<file path="src/hw/rtl/irpdd_pkg.sv">
// Shared types, constants and helpers for the IR pulse-distance decoder.
`default_nettype none

package irpdd_pkg;

  localparam int unsigned TS_W       = 32;
  localparam int unsigned BOUND_W    = 18;
  localparam int unsigned CFG_IDX_W  = 4;
  localparam int unsigned CNT_W      = 6;
  localparam int unsigned CODE32_W   = 32;
  localparam int unsigned CODE16_W   = 16;

  localparam logic [CNT_W-1:0] FULL_BITS = 6'd32;

  // Configuration register indexes
  localparam logic [CFG_IDX_W-1:0] CFG_LEADER_MIN = 4'd0;
  localparam logic [CFG_IDX_W-1:0] CFG_LEADER_MAX = 4'd1;
  localparam logic [CFG_IDX_W-1:0] CFG_REPEAT_MIN = 4'd2;
  localparam logic [CFG_IDX_W-1:0] CFG_REPEAT_MAX = 4'd3;
  localparam logic [CFG_IDX_W-1:0] CFG_ONE_MIN    = 4'd4;
  localparam logic [CFG_IDX_W-1:0] CFG_ONE_MAX    = 4'd5;
  localparam logic [CFG_IDX_W-1:0] CFG_ZERO_MIN   = 4'd6;
  localparam logic [CFG_IDX_W-1:0] CFG_ZERO_MAX   = 4'd7;

  // Reset values, microseconds
  localparam logic [BOUND_W-1:0] RST_LEADER_MIN = 18'd4500;
  localparam logic [BOUND_W-1:0] RST_LEADER_MAX = 18'd5200;
  localparam logic [BOUND_W-1:0] RST_REPEAT_MIN = 18'd100000;
  localparam logic [BOUND_W-1:0] RST_REPEAT_MAX = 18'd120000;
  localparam logic [BOUND_W-1:0] RST_ONE_MIN    = 18'd2000;
  localparam logic [BOUND_W-1:0] RST_ONE_MAX    = 18'd2500;
  localparam logic [BOUND_W-1:0] RST_ZERO_MIN   = 18'd1000;
  localparam logic [BOUND_W-1:0] RST_ZERO_MAX   = 18'd1400;

  typedef enum logic {
    OP_EDGE = 1'b0,
    OP_READ = 1'b1
  } op_t;

  typedef struct packed {
    logic [BOUND_W-1:0] leader_min;
    logic [BOUND_W-1:0] leader_max;
    logic [BOUND_W-1:0] repeat_min;
    logic [BOUND_W-1:0] repeat_max;
    logic [BOUND_W-1:0] one_min;
    logic [BOUND_W-1:0] one_max;
    logic [BOUND_W-1:0] zero_min;
    logic [BOUND_W-1:0] zero_max;
  } bounds_t;

  typedef struct packed {
    op_t             op;
    logic [TS_W-1:0] timestamp_us;
    logic            pin_high;
  } item_t;

  typedef struct packed {
    logic                frame_ready;
    logic [CODE32_W-1:0] code32;
    logic [CODE16_W-1:0] code16;
    logic                inverse_ok;
  } result_t;

  function automatic logic [7:0] rev8(input logic [7:0] b);
    logic [7:0] r;
    for (int k = 0; k < 8; k++) begin
      r[k] = b[7-k];
    end
    return r;
  endfunction

  // Strict window test: lo < v < hi
  function automatic logic in_window(input logic [TS_W-1:0] v,
                                     input logic [BOUND_W-1:0] lo,
                                     input logic [BOUND_W-1:0] hi);
    return (v > TS_W'(lo)) && (v < TS_W'(hi));
  endfunction

endpackage

`default_nettype wire

</file>
<file path="src/hw/rtl/irpdd_if.sv">
// Channel interfaces: edge/read items, decoded results, register writes.
`default_nettype none

interface irpdd_in_if import irpdd_pkg::*; ();
  logic            valid;
  logic            ready;
  op_t             op;
  logic [TS_W-1:0] timestamp_us;
  logic            pin_high;

  modport source (output valid, op, timestamp_us, pin_high, input ready);
  modport sink   (input valid, op, timestamp_us, pin_high, output ready);
endinterface

interface irpdd_out_if import irpdd_pkg::*; ();
  logic                valid;
  logic                ready;
  logic                frame_ready;
  logic [CODE32_W-1:0] code32;
  logic [CODE16_W-1:0] code16;
  logic                inverse_ok;

  modport source (output valid, frame_ready, code32, code16, inverse_ok, input ready);
  modport sink   (input valid, frame_ready, code32, code16, inverse_ok, output ready);
endinterface

interface irpdd_cfg_if import irpdd_pkg::*; ();
  logic                 valid;
  logic                 ready;
  logic [CFG_IDX_W-1:0] index;
  logic [BOUND_W-1:0]   data;

  modport source (output valid, index, data, input ready);
  modport sink   (input valid, index, data, output ready);
endinterface

`default_nettype wire

</file>
<file path="src/hw/rtl/irpdd_cfg_regs.sv">
// Interval bound registers with their reset values.
`default_nettype none

module irpdd_cfg_regs import irpdd_pkg::*; (
  input  wire logic                 clk,
  input  wire logic                 rst_n,
  input  wire logic                 wr_en,
  input  wire logic [CFG_IDX_W-1:0] wr_idx,
  input  wire logic [BOUND_W-1:0]   wr_data,
  output bounds_t                   bounds
);

  bounds_t bounds_r;

  always_ff @(posedge clk) begin
    if (!rst_n) begin
      bounds_r.leader_min <= RST_LEADER_MIN;
      bounds_r.leader_max <= RST_LEADER_MAX;
      bounds_r.repeat_min <= RST_REPEAT_MIN;
      bounds_r.repeat_max <= RST_REPEAT_MAX;
      bounds_r.one_min    <= RST_ONE_MIN;
      bounds_r.one_max    <= RST_ONE_MAX;
      bounds_r.zero_min   <= RST_ZERO_MIN;
      bounds_r.zero_max   <= RST_ZERO_MAX;
    end else if (wr_en) begin
      case (wr_idx)
        CFG_LEADER_MIN: bounds_r.leader_min <= wr_data;
        CFG_LEADER_MAX: bounds_r.leader_max <= wr_data;
        CFG_REPEAT_MIN: bounds_r.repeat_min <= wr_data;
        CFG_REPEAT_MAX: bounds_r.repeat_max <= wr_data;
        CFG_ONE_MIN:    bounds_r.one_min    <= wr_data;
        CFG_ONE_MAX:    bounds_r.one_max    <= wr_data;
        CFG_ZERO_MIN:   bounds_r.zero_min   <= wr_data;
        CFG_ZERO_MAX:   bounds_r.zero_max   <= wr_data;
        default: ;  // unknown index: dropped
      endcase
    end
  end

  assign bounds = bounds_r;

endmodule

`default_nettype wire

</file>
<file path="src/hw/rtl/irpdd_core.sv">
// Decoder state, interval classification and frame readout.
`default_nettype none

module irpdd_core import irpdd_pkg::*; (
  input  wire logic clk,
  input  wire logic rst_n,
  input  wire logic fire,
  input  item_t     item,
  input  bounds_t   bounds,
  output result_t   result
);

  logic [TS_W-1:0]     last_rise_r, last_rise_nxt;
  logic [CNT_W-1:0]    bit_count_r, bit_count_nxt;
  logic                receiving_r, receiving_nxt;
  logic [CODE32_W-1:0] frame_bits_r, frame_bits_nxt;

  logic [TS_W-1:0] diff;
  logic            is_edge, is_read, frame_avail;
  logic [7:0]      rb0, rb1, rb2, rb3;
  logic [15:0]     data16, check16;

  assign diff        = item.timestamp_us - last_rise_r;
  assign is_edge     = (item.op == OP_EDGE) && item.pin_high;
  assign is_read     = (item.op == OP_READ);
  assign frame_avail = (bit_count_r == FULL_BITS);

  always_comb begin
    last_rise_nxt  = last_rise_r;
    bit_count_nxt  = bit_count_r;
    receiving_nxt  = receiving_r;
    frame_bits_nxt = frame_bits_r;
    if (is_edge) begin
      last_rise_nxt = item.timestamp_us;
      if (diff > TS_W'(bounds.repeat_max)) begin
        frame_bits_nxt = '0;
      end else if (in_window(diff, bounds.leader_min, bounds.leader_max)) begin
        bit_count_nxt = '0;
        receiving_nxt = 1'b1;
      end else if (in_window(diff, bounds.repeat_min, bounds.repeat_max)) begin
        bit_count_nxt = FULL_BITS;
        receiving_nxt = 1'b0;
      end else begin
        if (receiving_r && (bit_count_r < FULL_BITS)) begin
          if (in_window(diff, bounds.one_min, bounds.one_max)) begin
            frame_bits_nxt[bit_count_r[4:0]] = 1'b1;
            bit_count_nxt = bit_count_r + 1'b1;
          end else if (in_window(diff, bounds.zero_min, bounds.zero_max)) begin
            frame_bits_nxt[bit_count_r[4:0]] = 1'b0;
            bit_count_nxt = bit_count_r + 1'b1;
          end
        end
        if (bit_count_nxt >= FULL_BITS) begin
          receiving_nxt = 1'b0;
        end
      end
    end else if (is_read && frame_avail) begin
      bit_count_nxt = '0;  // rearm
    end
  end

  always_ff @(posedge clk) begin
    if (!rst_n) begin
      last_rise_r  <= '0;
      bit_count_r  <= '0;
      receiving_r  <= 1'b0;
      frame_bits_r <= '0;
    end else if (fire) begin
      last_rise_r  <= last_rise_nxt;
      bit_count_r  <= bit_count_nxt;
      receiving_r  <= receiving_nxt;
      frame_bits_r <= frame_bits_nxt;
    end
  end

  // Readout, each byte reversed
  assign rb0     = rev8(frame_bits_r[7:0]);
  assign rb1     = rev8(frame_bits_r[15:8]);
  assign rb2     = rev8(frame_bits_r[23:16]);
  assign rb3     = rev8(frame_bits_r[31:24]);
  assign data16  = {rb0, rb2};
  assign check16 = {~rb1, ~rb3};

  always_comb begin
    result = '0;
    if (is_read && frame_avail) begin
      result.frame_ready = 1'b1;
      result.code32      = {rb0, rb1, rb2, rb3};
      result.inverse_ok  = (data16 == check16);
      result.code16      = (data16 == check16) ? data16 : '0;
    end
  end

endmodule

`default_nettype wire

</file>
<file path="src/hw/rtl/ir_pulse_distance_decoder_unit.sv">
// Top level of the IR pulse-distance (NEC-style) frame decoder.
// Pipeline: input register, then decode logic, then result register.
// Throughput: one transaction per cycle while the result is not stalled; the decoder state updates once per item.
// Reset: rst_n synchronous, active low; clears pipeline valids and decoder state,
//   and loads the interval bounds with their default microsecond values.
`default_nettype none

module ir_pulse_distance_decoder_unit import irpdd_pkg::*; (
  input wire logic  clk,
  input wire logic  rst_n,
  irpdd_in_if.sink    in_ch,
  irpdd_out_if.source out_ch,
  irpdd_cfg_if.sink   cfg_ch
);

  // Configuration: always ready; the user must write it only while the decoder is idle, the block does not enforce it.
  bounds_t bounds;

  assign cfg_ch.ready = 1'b1;

  irpdd_cfg_regs u_cfg (
    .clk     (clk),
    .rst_n   (rst_n),
    .wr_en   (cfg_ch.valid),
    .wr_idx  (cfg_ch.index),
    .wr_data (cfg_ch.data),
    .bounds  (bounds)
  );

  // Input register stage. It moves on whenever the result register is
  // empty or being drained; intake stalls only while a result waits and
  // the input register is also full.
  logic    item_valid_r;
  item_t   item_r;
  logic    advance;
  logic    fire;
  result_t result;

  logic    out_valid_r;
  result_t out_r;

  assign advance     = !out_valid_r || out_ch.ready;
  assign fire        = item_valid_r && advance;
  assign in_ch.ready = !item_valid_r || advance;

  always_ff @(posedge clk) begin
    if (!rst_n) begin
      item_valid_r <= 1'b0;
    end else if (in_ch.ready) begin
      item_valid_r <= in_ch.valid;
    end
  end

  always_ff @(posedge clk) begin
    if (in_ch.valid && in_ch.ready) begin
      item_r.op           <= in_ch.op;
      item_r.timestamp_us <= in_ch.timestamp_us;
      item_r.pin_high     <= in_ch.pin_high;
    end
  end

  // Decode: state commits only when the item moves into the result register.
  irpdd_core u_core (
    .clk    (clk),
    .rst_n  (rst_n),
    .fire   (fire),
    .item   (item_r),
    .bounds (bounds),
    .result (result)
  );

  // Result register
  always_ff @(posedge clk) begin
    if (!rst_n) begin
      out_valid_r <= 1'b0;
    end else if (advance) begin
      out_valid_r <= item_valid_r;
    end
  end

  always_ff @(posedge clk) begin
    if (fire) begin
      out_r <= result;
    end
  end

  assign out_ch.valid       = out_valid_r;
  assign out_ch.frame_ready = out_r.frame_ready;
  assign out_ch.code32      = out_r.code32;
  assign out_ch.code16      = out_r.code16;
  assign out_ch.inverse_ok  = out_r.inverse_ok;

endmodule

`default_nettype wire

</file>
<file path="src/flat_wrapper.sv">
// flat-port wrapper written by rule: the top's interface ports become plain ports
module ir_pulse_distance_decoder_unit_flat import irpdd_pkg::*;
  (clk, rst_n, in_ch_valid, in_ch_op, in_ch_timestamp_us, in_ch_pin_high, in_ch_ready, out_ch_valid, out_ch_frame_ready, out_ch_code32, out_ch_code16, out_ch_inverse_ok, out_ch_ready, cfg_ch_valid, cfg_ch_index, cfg_ch_data, cfg_ch_ready);
  irpdd_in_if in_ch_i ();
  irpdd_out_if out_ch_i ();
  irpdd_cfg_if cfg_ch_i ();
  input wire logic clk;
  input wire logic rst_n;
  input wire logic [$bits(in_ch_i.valid)-1:0] in_ch_valid;
  input wire logic [$bits(in_ch_i.op)-1:0] in_ch_op;
  input wire logic [$bits(in_ch_i.timestamp_us)-1:0] in_ch_timestamp_us;
  input wire logic [$bits(in_ch_i.pin_high)-1:0] in_ch_pin_high;
  output wire logic [$bits(in_ch_i.ready)-1:0] in_ch_ready;
  output wire logic [$bits(out_ch_i.valid)-1:0] out_ch_valid;
  output wire logic [$bits(out_ch_i.frame_ready)-1:0] out_ch_frame_ready;
  output wire logic [$bits(out_ch_i.code32)-1:0] out_ch_code32;
  output wire logic [$bits(out_ch_i.code16)-1:0] out_ch_code16;
  output wire logic [$bits(out_ch_i.inverse_ok)-1:0] out_ch_inverse_ok;
  input wire logic [$bits(out_ch_i.ready)-1:0] out_ch_ready;
  input wire logic [$bits(cfg_ch_i.valid)-1:0] cfg_ch_valid;
  input wire logic [$bits(cfg_ch_i.index)-1:0] cfg_ch_index;
  input wire logic [$bits(cfg_ch_i.data)-1:0] cfg_ch_data;
  output wire logic [$bits(cfg_ch_i.ready)-1:0] cfg_ch_ready;
  assign in_ch_i.valid = in_ch_valid;
  assign in_ch_i.op = in_ch_op;
  assign in_ch_i.timestamp_us = in_ch_timestamp_us;
  assign in_ch_i.pin_high = in_ch_pin_high;
  assign in_ch_ready = in_ch_i.ready;
  assign out_ch_valid = out_ch_i.valid;
  assign out_ch_frame_ready = out_ch_i.frame_ready;
  assign out_ch_code32 = out_ch_i.code32;
  assign out_ch_code16 = out_ch_i.code16;
  assign out_ch_inverse_ok = out_ch_i.inverse_ok;
  assign out_ch_i.ready = out_ch_ready;
  assign cfg_ch_i.valid = cfg_ch_valid;
  assign cfg_ch_i.index = cfg_ch_index;
  assign cfg_ch_i.data = cfg_ch_data;
  assign cfg_ch_ready = cfg_ch_i.ready;
  ir_pulse_distance_decoder_unit u_core (.clk(clk), .rst_n(rst_n), .in_ch(in_ch_i), .out_ch(out_ch_i), .cfg_ch(cfg_ch_i));
endmodule
</file>
<file path="config.mk">
export PLATFORM = sky130hd
export DESIGN_NAME = ir_pulse_distance_decoder_unit_flat
export DESIGN_NICKNAME = d
export VERILOG_FILES = /design/src/hw/rtl/irpdd_pkg.sv /design/src/hw/rtl/irpdd_if.sv /design/src/hw/rtl/irpdd_cfg_regs.sv /design/src/hw/rtl/irpdd_core.sv /design/src/hw/rtl/ir_pulse_distance_decoder_unit.sv /design/src/flat_wrapper.sv
export SDC_FILE = /design/constraint.sdc
export NUM_CORES = 1
export LEC_CHECK = 0
export ABC_CLOCK_PERIOD_IN_PS = 4400
export BUFFER_PORTS_ARGS = -buffer_cell sky130_fd_sc_hd__buf_4
export CAP_MARGIN = 20
export CORE_MARGIN = 1.5
export CORE_UTILIZATION = 30
export CTS_CLUSTER_SIZE = 25
export DETAILED_ROUTE_END_ITERATION = 6
export GPL_ROUTABILITY_DRIVEN = 0
export PLACE_DENSITY = 0.51
export SLEW_MARGIN = 20
export SYNTH_ARGS = -nofsm -noshare
export SYNTH_HDL_FRONTEND = slang
export SYNTH_HIERARCHICAL = 1
export SYNTH_SLANG_ARGS = --single-unit
</file>
<file path="constraint.sdc">
create_clock -name clk -period 4.4 [get_ports clk]
set_input_delay 0.22 -clock clk [delete_from_list [all_inputs] [get_ports clk]]
set_output_delay 0.22 -clock clk [all_outputs]
set_load 0.02 [all_outputs]
</file>
==> impl_summary.log <==
INFO  metric outcome = finished, violations left
INFO  metric failed_checks = negative setup slack
INFO  metric aggregate_routed_wire_length = 50.2 mm
INFO  metric synth-edff-count = 84
INFO  metric final_worst_path_setup_slack = -579 ps
INFO  metric antenna_cells = 0
INFO  metric vias_in_the_first_global_route = 14053
INFO  metric effective_utilization_at_floorplan = 30.5%
INFO  metric netlist_top_cells_count = sky130_fd_sc_hd__nand2_1, sky130_fd_sc_hd__dfxtp_1, sky130_fd_sc_hd__inv_1, sky130_fd_sc_hd__ha_1, sky130_fd_sc_hd__a21oi_1
INFO  metric post-route-util = 39.5%
INFO  metric post_route_cells_drive_above_1_share = 22.1%
INFO  metric filler_cell_count = 5640
INFO  metric slew_viol_final = 0
INFO  metric synthesis_stage_register_bit_count = 301
INFO  metric power-per-cell-area = 335 nW/µm²
INFO  metric worst-path-max-fanout = 6
INFO  metric max-clock-path-buffers = 3
INFO  metric io_pins = 114
INFO  metric leakage = 9.49 nW
INFO  metric die_h = 243 µm
INFO  metric post_drt_wl_per_cell = 17.0 µm
INFO  metric remaining_global_route_overflow = 0
INFO  metric synth_fp_nets = 2136
INFO  metric cts-buffers-inserted = 36
INFO  metric hold_start = cfg_ch_data[10]
INFO  metric via_cell_ratio = 4.82
INFO  metric clk_latency = 560 ps
INFO  metric root_buf_cell = sky130_fd_sc_hd__clkbuf_16
INFO  metric critical_path.reg2reg.startpoint = u_core/item_r[1]
INFO  metric hold_class = input port to flip-flop
INFO  metric clock_sinks = 301
INFO  metric wire_length_of_the_first_global_routing_pass = 78.5 mm
INFO  metric antenna_found_initial = 0
INFO  metric worstSetupEndpointType = flip-flop
INFO  metric synth.top_cells.by_area = sky130_fd_sc_hd__dfxtp_1, sky130_fd_sc_hd__edfxtp_1, sky130_fd_sc_hd__ha_1
INFO  metric syn_area_per_cell = 9.12 µm²
INFO  metric grt_start_max_net_pins = 136
INFO  metric die_area = 59200 µm²
INFO  metric worst_ep_arrival_time = 5470 ps
INFO  metric buffer_ports.inserted = 112
INFO  metric r2r_slack = -580 ps
INFO  metric report.final.hold_viol_count = 0
INFO  metric max-cap-violations = 0
INFO  metric hold-worst-slack = 34.4 ps
INFO  metric design.core.area = 56700 µm²
INFO  metric slew_headroom = 18.0%
INFO  metric setup_viol_count_final = 39
INFO  metric dpl-instance-area = 20100 µm²
INFO  metric final_period_utilization = 113%
INFO  metric worst-setup-path-type = flip-flop to flip-flop
INFO  metric fp-row-count = 87
INFO  metric synth.cell_area = 17300 µm²
INFO  metric antenna_left = 0
INFO  metric tritoncts = yes
INFO  metric grt_use_total = 16.7%
INFO  metric rsz0062_at_grt = yes
INFO  metric yosys_warnings = 6
INFO  metric drt_first_iter_violations = 634
INFO  metric critPathRequiredTime = 4890 ps
INFO  metric timing.hold.worst_endpoint = u_core/u_cfg/bounds[82]
INFO  metric yosysUniqueCellTypes = 83
INFO  metric cts_htree_levels = 2
INFO  metric synth_async_sr_flop_share = 0%
INFO  metric layout.nets = 2418
INFO  metric syn-instance-count = 1898
INFO  metric synth_top_flop_cell = sky130_fd_sc_hd__dfxtp_1
INFO  metric timing.critical_path.from_type = flip-flop
INFO  metric synth_top_cell_by_area = sky130_fd_sc_hd__dfxtp_1
INFO  metric clk_pin_slew = 60 ps
INFO  metric worst-slew-pin-transition = 1220 ps
INFO  metric detail_route.drc_violations = 0
INFO  metric chipWidth = 243 µm
INFO  metric period_minus_slack = 4980 ps
INFO  metric vias = 14264
INFO  metric place.detailed.hpwl = 37.0 mm
INFO  metric postLayoutCellArea = 22400 µm²
INFO  metric synth_top_cell_area_share = 25.1%
INFO  metric most_instantiated_library_cell_after_synthesis = sky130_fd_sc_hd__nand2_1
INFO  metric cell_count_of_the_worst_hold_path = 3
INFO  metric dr.pass1.iters = 5
INFO  metric regToRegEndpoint = u_core/u_core/frame_bits_r[9]
INFO  metric ir_worst_vdd = 0.241 mV
INFO  metric flow.area_growth_from_synthesis = 29.3%
INFO  metric number_of_cells_traversed_by_the_worst_register_to_register_path = 24
INFO  metric ys_seq_area_share = 39.7%
INFO  metric clock_skew = 20.9 ps
INFO  metric fmaxAchievable = 0.201 GHz
report_power, final:
part,leakage (nW),internal [W],total (W),switching (W)
clock network,0.597,0.00187,0.00311,0.00124
registers,2.52,0.00292,0.00295,0.0000326
logic,6.37,0.000645,0.00144,0.000795
kinds of logic (layout without fill, tap and decap cells):
kind of cell,Yosys count,after routing,share of synthesized area [%]
xor gates and xnor gates,47,47,2.38
muxes,117,117,6.76
and+or+nand+nor,571,571,16.6
AOI/OAI and AO/OA,411,411,14.9
adders and majority gates,177,177,12.8
DFF,301,301,39.7
other,1,1,0.0217
buffers and inverters,273,581,6.84
area by class of cell:
class | instances | area (µm²) | area share (%)
Clock inverter | 18 | 223 | 0.995
Tap cell | 756 | 946 | 4.23
Clock buffer | 46 | 1010 | 4.51
Sequential cell | 301 | 6870 | 30.7
Timing Repair Buffer | 329 | 2770 | 12.4
Inverter | 188 | 706 | 3.15
Multi-Input combinational cell | 1324 | 9860 | 44.1
registers in the layout, indices dropped and copies added (netlist names):
name,flops
u_core/out_ch.frame_ready,1
u_core/u_core/bit_count_r,6
u_core/out_ch.valid,1
u_core/out_ch.code32,32
u_core/out_ch.code16,16
u_core/item_r,34
u_core/u_core/last_rise_r,32
u_core/u_core/receiving_r,1
u_core/out_ch.inverse_ok,1
u_core/u_cfg/bounds,144
u_core/u_core/frame_bits_r,32
u_core/item_valid_r,1
worst max path at each step:
stage / startpoint / to / slack (ps) / depth (start not counted)
2_1_floorplan: u_core/item_r[1] / u_core/u_core/frame_bits_r[20] / -170 / 23
3_3_place_gp: u_core/item_r[1] / u_core/u_core/frame_bits_r[4] / -720 / 25
3_5_place_dp: u_core/item_r[9] / u_core/u_core/frame_bits_r[4] / -750 / 22
4_1_cts: u_core/item_r[1] / u_core/u_core/frame_bits_r[25] / -520 / 25
5_1_grt: u_core/item_r[1] / u_core/u_core/frame_bits_r[2] / -790 / 24
6_report: u_core/item_r[1] / u_core/u_core/frame_bits_r[9] / -580 / 24
stage by stage:
step | setup slack, ps | instances | setup TNS, ps | total power (W)
finish | -579 | 2962 | -20080 | 0.00749
global route | -794 | 2962 | -28690 | 0.00783
CTS | -517 | 2956 | -17760 | 0.00757
detailed placement | -747 | 2833 | -26260 | 0.00435
global placement | -723 | 2833 | -23730 | 0.00433
floorplan | -174 | 1898 | -3930 | 0.00376
placed cells by master, fill, tap and decap left out, drive strengths merged, types with 29 or more instances in the layout:
cell,count
a21boi,37
a21oi,176
and2,55
buf,278
clkbuf,48
dfxtp,217
dlygate4sd3,49
edfxtp,84
ha,176
inv,190
mux2i,117
nand2,251
nand3,74
nand4,29
nor2,38
nor2b,47
o21ai,88
timing repair:
item / in CTS / in global routing
hold buffers: 49 / 0
gates resized for setup: 46 / 45
gates cloned: 1 / 4
setup buffers: 9 / 1
pin swaps: 7 / 29
endpoints found under the setup margin: 39 / 39
hold endpoints to repair: 65 / 0
routing by layer:
layer,vias to the layer above,track usage [%],wire length (µm)
met4,0,4.84,1270
met5,-,0,0
li1,7139,-,-
met2,240,29.4,24500
met1,6820,21.1,22700
met3,65,2.42,1830
worst max-delay path: stages (launching register included):
cell	delay (ps)
sky130_fd_sc_hd__edfxtp_1	380
sky130_fd_sc_hd__inv_1	80
sky130_fd_sc_hd__ha_2	180
sky130_fd_sc_hd__inv_2	40
sky130_fd_sc_hd__fa_2	330
sky130_fd_sc_hd__a21o_1	180
sky130_fd_sc_hd__a221o_2	420
sky130_fd_sc_hd__a31oi_4	230
sky130_fd_sc_hd__nand2_4	100
sky130_fd_sc_hd__xor2_4	220
sky130_fd_sc_hd__buf_6	160
sky130_fd_sc_hd__ha_4	250
sky130_fd_sc_hd__nand4_1	190
sky130_fd_sc_hd__buf_4	210
sky130_fd_sc_hd__a211oi_2	190
sky130_fd_sc_hd__nor4_1	90
sky130_fd_sc_hd__a211oi_2	180
sky130_fd_sc_hd__o21bai_4	160
sky130_fd_sc_hd__nand4b_1	170
sky130_fd_sc_hd__o31ai_4	250
sky130_fd_sc_hd__buf_6	150
sky130_fd_sc_hd__and4b_4	320
sky130_fd_sc_hd__clkbuf_16	180
sky130_fd_sc_hd__nand3_1	80
sky130_fd_sc_hd__a21oi_2	160
(Power assumes the default switching activity.)
